File: src/vzpg_pkg.sv
// ----------------------------------------------------------------------------
// vzpg_pkg: shared types for the view zoom/pan gesture block
// Controller states, command and status structs between control and datapath.
// ----------------------------------------------------------------------------
package vzpg_pkg;

    localparam int unsigned ONE_Q12 = 4096;

    localparam logic [1:0] REG_VP_WIDTH  = 2'd0;
    localparam logic [1:0] REG_VP_HEIGHT = 2'd1;
    localparam logic [1:0] REG_ASPECT    = 2'd2;
    localparam logic [1:0] REG_MAX_ZOOM  = 2'd3;

    typedef enum logic [3:0] {
        ST_IDLE,
        ST_ZOOM,
        ST_PANMUL,
        ST_PANDIV,
        ST_PANADD,
        ST_BASEDIV,
        ST_BASEW,
        ST_SIZE,
        ST_FIT,
        ST_OUT
    } state_t;

    typedef struct packed {
        logic load;
        logic zoom;
        logic pan_mul;
        logic div_x_start;
        logic pan_add;
        logic base_start;
        logic base_w;
        logic size;
        logic fit;
        logic commit;
    } cmd_t;

    typedef struct packed {
        logic vp_zero;
        logic zoom_changed;
        logic has_aspect;
        logic div_busy;
    } status_t;

endpackage

File: src/vzpg_ctrl.sv
// ----------------------------------------------------------------------------
// vzpg_ctrl: sequencer for one gesture update
// Steps the datapath through zoom, pan rescale and add, aspect base, size, fit and output.
// ----------------------------------------------------------------------------
module vzpg_ctrl (
    input  logic               aclk,
    input  logic               aresetn,
    input  logic               s_tvalid,
    output logic               s_tready,
    output logic               m_tvalid,
    input  logic               m_tready,
    input  vzpg_pkg::status_t  sts,
    output vzpg_pkg::cmd_t     cmd
);

    vzpg_pkg::state_t state_reg, state_next;
    logic [1:0] axis_reg, axis_next;
    logic       ov_reg, ov_next;

    always_ff @(posedge aclk) begin
        if (!aresetn) begin
            state_reg <= vzpg_pkg::ST_IDLE;
            axis_reg <= '0;
            ov_reg <= 1'b0;
        end else begin
            state_reg <= state_next;
            axis_reg <= axis_next;
            ov_reg <= ov_next;
        end
    end

    always_comb begin
        state_next = state_reg;
        axis_next = axis_reg;
        ov_next = ov_reg;
        cmd = '0;
        if (ov_reg && m_tready) begin
            ov_next = 1'b0;
        end
        s_tready = (state_reg == vzpg_pkg::ST_IDLE) && !ov_reg;
        m_tvalid = ov_reg;
        case (state_reg)
            vzpg_pkg::ST_IDLE: begin
                if (s_tvalid && s_tready) begin
                    cmd.load = 1'b1;
                    state_next = vzpg_pkg::ST_ZOOM;
                end
            end
            vzpg_pkg::ST_ZOOM: begin
                cmd.zoom = 1'b1;
                state_next = sts.vp_zero ? vzpg_pkg::ST_OUT : vzpg_pkg::ST_PANMUL;
            end
            vzpg_pkg::ST_PANMUL: begin
                if (sts.zoom_changed) begin
                    cmd.pan_mul = 1'b1;
                    axis_next = 2'd0;
                    state_next = vzpg_pkg::ST_PANDIV;
                end else begin
                    state_next = vzpg_pkg::ST_PANADD;
                end
            end
            vzpg_pkg::ST_PANDIV: begin
                if (!sts.div_busy) begin
                    if (axis_reg == 2'd2) begin
                        state_next = vzpg_pkg::ST_PANADD;
                    end else begin
                        cmd.div_x_start = 1'b1;
                        axis_next = axis_reg + 2'd1;
                    end
                end
            end
            vzpg_pkg::ST_PANADD: begin
                cmd.pan_add = 1'b1;
                axis_next = 2'd0;
                state_next = sts.has_aspect ? vzpg_pkg::ST_BASEDIV : vzpg_pkg::ST_SIZE;
            end
            vzpg_pkg::ST_BASEDIV: begin
                if (!sts.div_busy) begin
                    if (axis_reg == 2'd1) begin
                        state_next = vzpg_pkg::ST_BASEW;
                    end else begin
                        cmd.base_start = 1'b1;
                        axis_next = 2'd1;
                    end
                end
            end
            vzpg_pkg::ST_BASEW: begin
                cmd.base_w = 1'b1;
                state_next = vzpg_pkg::ST_SIZE;
            end
            vzpg_pkg::ST_SIZE: begin
                cmd.size = 1'b1;
                state_next = vzpg_pkg::ST_FIT;
            end
            vzpg_pkg::ST_FIT: begin
                cmd.fit = 1'b1;
                state_next = vzpg_pkg::ST_OUT;
            end
            vzpg_pkg::ST_OUT: begin
                if (!ov_next) begin
                    cmd.commit = 1'b1;
                    ov_next = 1'b1;
                    state_next = vzpg_pkg::ST_IDLE;
                end
            end
            default: state_next = vzpg_pkg::ST_IDLE;
        endcase
    end

endmodule

File: config.mk
export PLATFORM = sky130hd
export DESIGN_NAME = vzpg_ctrl
export DESIGN_NICKNAME = d
export VERILOG_FILES = /design/src/vzpg_pkg.sv /design/src/vzpg_ctrl.sv
export SDC_FILE = /design/constraint.sdc
export NUM_CORES = 1
export LEC_CHECK = 0
export ABC_AREA = 0
export BUFFER_PORTS_ARGS = -buffer_cell sky130_fd_sc_hd__buf_2
export CORE_AREA = 2 2 39 41
export DETAILED_ROUTE_END_ITERATION = 12
export DIE_AREA = 0 0 41 43
export GPL_TIMING_DRIVEN = 0
export HOLD_SLACK_MARGIN = 0.02
export PLACE_DENSITY = 0.71
export SYNTH_ARGS = -nofsm -noshare
export SYNTH_HDL_FRONTEND = slang
export SYNTH_SLANG_ARGS = --single-unit
export TNS_END_PERCENT = 50
File: constraint.sdc
create_clock -name aclk -period 3.4 [get_ports aclk]
set_clock_uncertainty 0.1 [all_clocks]
set_input_delay 0.68 -clock aclk [delete_from_list [all_inputs] [get_ports aclk]]
set_output_delay 0.68 -clock aclk [all_outputs]
set_load 0.01 [all_outputs]
==> metrics.md <==
| Metric | Value |
|---|---|
| Max reg flops | `4` |
| Synth Area in XOR/XNOR | `0%` |
| Status | `finished, final reports clean` |
| Pin count of the biggest net entering global routing | `11` |
| Hold Slack | `0.384 ns` |
| Initial Util | `44.7%` |
| Die Wd | `41 um` |
| WL final | `1.55 mm` |
| Worst slew margin relative to its limit | `71.5%` |
| Delay-heaviest family, CP | `simple AND/OR/NAND/NOR gates` |
| Port bufs | `18` |
| Vias in the first global route | `590` |
| Sequential area share after synthesis | `22.7%` |
| # setup viols final | `0` |
| Max Clk Rate | `429 MHz` |
| Proportion of synthesized area in mux cells | `1.62%` |
| LEAKAGE | `0.329 nW` |
| Average size of a mapped cell | `7.19 um2` |
| Area added between synthesis and finish | `22.1%` |
| Routability cong. | `0.769` |
| Ant. Diodes | `0` |
| Nets@finish | `119` |
| Pwr Density | `403 nW/um2` |
| Fin util | `54.5%` |
| TritonCTS Buffers | `3` |
| Data required, critical path | `2.62 ns` |
| Total congestion overflow | `0` |
| Core ar. | `1380 um2` |
| Via count | `687` |
| Longest Clk Path Bufs | `2` |
| Final non-filler cell total | `124` |
| Period minus WS final | `2.33 ns` |
| Post-route clock period utilization | `68.6%` |
| Synth Area in Simple Gates | `36.0%` |
| Clock sink count | `7` |
| RSZ-0062 raised after global routing | `no` |
| Compound-Gate Fraction of Synth Area | `27.9%` |
| Max stage delay cell, worst path | `or3_1` |
| DR iter-0 viols | `10` |
| Pre-CTS WS | `1.35 ns` |
| Standard-cell rows | `14` |
| Post-route ant nets | `0` |
| VDD IR max | `223 uV` |
| Die Footprint | `1760 um2` |
| CP startpoint | `state_reg[0]$_SDFFE_PN0P_` |
| Number of synthesis warnings | `0` |
| Reg2reg start | `axis_reg[0]$_SDFFE_PN0P_` |
| Highest metal used | `met4` |
| Adder-cell share of the synthesized area | `4.05%` |
| H-tree levels | `1` |
| Critical path's largest stage delay | `0.37 ns` |
| Met2 WL post-DR | `690 um` |
| HPWL after detailed placement | `1.18 mm` |
| Final Hold Violating Endpoints | `0` |
| First-pass GRT wire length | `2.50 mm` |
| Hold bufs inserted after CTS | `0` |
| Worst-skew pair later-pin latency | `0.26 ns` |
| Vias per cell | `5.54` |
| Max-slew violations | `0` |
| Root Buffer | `clkbuf_4` |
| Ports | `20` |
| Peak fanout along the critical path | `6` |
| Max_cap viols | `0` |
| Post-CTS setup buffers | `0` |
| DRT met1 WL | `732 um` |
| Global-route usage over all layers | `20.6%` |
| Syn Nets | `96` |
| Post-Place Cells | `120` |
| DRC Markers | `0` |
| HP Class | `reg2reg` |
| Resize count post-CTS | `0` |
| Largest family of logic cells by synthesized area | `simple AND/OR/NAND/NOR gates` |
| Post-synth cell types | `37` |
| Post-Syn Instances | `86` |
| Overall die height | `43 um` |
| Routed length per instance | `12.5 um` |
| Area contributors post-synth | `dfxtp_1 (23%), nor2b_1 (7.1%), nand2b_1 (6.1%), a21oi_1 (4.9%), nor2_1 (4.3%)` |
| DRT Pass-1 Iters | `4` |
| Antenna violations before repair | `0` |
| Layout cells sized above 1 | `25.9%` |
| Critical Path Start Type | `register` |
| Top cell type's share of synthesized area | `22.7%` |
| Crit path buffers/inverters | `1` |
| Hold wc startpoint | `axis_reg[1]$_SDFFE_PN0P_` |
| Met3 routed WL | `106 um` |
| Crit path capture type | `output pin` |
| Critical path cell sequence | `or2_1, or3_1, nor2b_1, buf_2` |
| Worst-Margin Slew | `0.427 ns` |
| Post-synthesis cell area | `618 um2` |
| Synth area leader | `dfxtp_1` |
| CTS tree | `built` |
| Fin worst setup slack | `1.07 ns` |
| Synthesis-stage register bit count | `7` |
| Crit path DAT | `1.55 ns` |
| Clk slew on worst S/H paths | `0.06 ns` |
| Setup_tns | `0 ns` |
| CP Class | `reg2out` |
cells in the final DEF (no fill, tap or decap):
| master | synthesis | layout |
|---|---|---|
| a22oi_1 | 1 | 1 |
| buf_2 | 2 | 20 |
| buf_1 | 1 | 1 |
| nand2b_1 | 6 | 6 |
| dfxtp_1 | 7 | 7 |
| a211oi_1 | 1 | 1 |
| clkbuf_1 | 1 | 2 |
| a21oi_1 | 6 | 6 |
| clkbuf_4 | 0 | 3 |
| o21a_1 | 2 | 2 |
| mux2i_1 | 1 | 1 |
| nand2_2 | 1 | 1 |
| nand4_1 | 1 | 1 |
| nor4_1 | 1 | 1 |
| nand2_1 | 4 | 4 |
| o21ai_1 | 4 | 4 |
| nor2b_1 | 7 | 7 |
| ha_1 | 2 | 2 |
| a2111oi_2 | 1 | 1 |
| o211ai_1 | 1 | 1 |
| inv_1 | 6 | 6 |
| or2_1 | 1 | 1 |
| nand4b_1 | 1 | 1 |
| buf_4 | 1 | 1 |
| o21ai_0 | 5 | 5 |
| nor3_1 | 3 | 3 |
| o22ai_1 | 1 | 1 |
| nor4b_1 | 1 | 1 |
| o32ai_1 | 1 | 1 |
| nand3b_1 | 1 | 1 |
| and3_1 | 1 | 1 |
| o211a_1 | 1 | 1 |
| or3_1 | 1 | 1 |
| nor3b_2 | 1 | 1 |
| a21boi_0 | 1 | 1 |
| o22ai_2 | 1 | 1 |
| nor2_1 | 7 | 7 |
| nand3_1 | 2 | 2 |
where the power goes:
| part | internal [mW] | switching, mW |
|---|---|---|
| registers | 0.0891 | 0.00909 |
| clock network | 0.0450 | 0.0340 |
| logic | 0.0522 | 0.0748 |
| total | 0.186 | 0.118 |
cell type report:
type	count	area (um2)
sequential	7	140
timing repair buffer	18	90.1
multi-input combinational	68	430
buffer	5	25.0
clock buffer	4	26.3
fill	140	629
inverter	6	22.5
tap	16	20.0
Yosys cell counts (all sizes together):
library cell,n
o211a,1
nand4,1
inv,6
or2,1
and3,1
o22ai,2
nor2b,7
nand2,5
nor4,1
nand2b,6
o21ai,9
nor2,7
a22oi,1
nor3b,1
o21a,2
o211ai,1
a21boi,1
mux2i,1
dfxtp,7
a211oi,1
nor4b,1
clkbuf,1
buf,4
or3,1
nand4b,1
o32ai,1
nand3,2
nand3b,1
a21oi,6
a2111oi,1
ha,2
nor3,3
worst register-to-register path, stage by stage, from the launching register on:
cell       delay, ns
dfxtp_1         0.37
ha_1            0.21
nor2b_1         0.15
o22ai_1         0.12
a2111oi_2       0.36
a21oi_1         0.09
nor3b_2         0.15
worst paths after layout:
path | slack [ns] | end | cells past startpoint
setup reg to reg | 1.79 | state_reg[2]$_SDFFE_PN0P_ | 6
hold reg to reg | 0.38 | axis_reg[1]$_SDFFE_PN0P_ | 2
setup / recovery | 1.07 | cmd[9] | 4
hold / removal | 0.38 | axis_reg[1]$_SDFFE_PN0P_ | 2
per-layer routing:
metal	vias up	global-route usage, %
met5	-	0
met4	0	8.00
met3	2	4.71
met2	26	31.3
met1	310	27.3
li1	349	-
per-stage QoR:
stage / total power, mW / area, um2
after CTS: 0.303 / 754
after detailed placement: 0.226 / 728
after global routing: 0.325 / 754
after global placement: 0.224 / 728
final: 0.304 / 754
after floorplan: 0.189 / 618
cells by family after synthesis:
kind of cell / count (synthesis)
AO/OA/AOI/OAI: 26
adder cells (fa/ha/maj): 2
buffers and inverters: 11
flip-flops: 7
multiplexers: 1
AND/OR/NAND/NOR: 39
(Power assumes the default switching activity.)
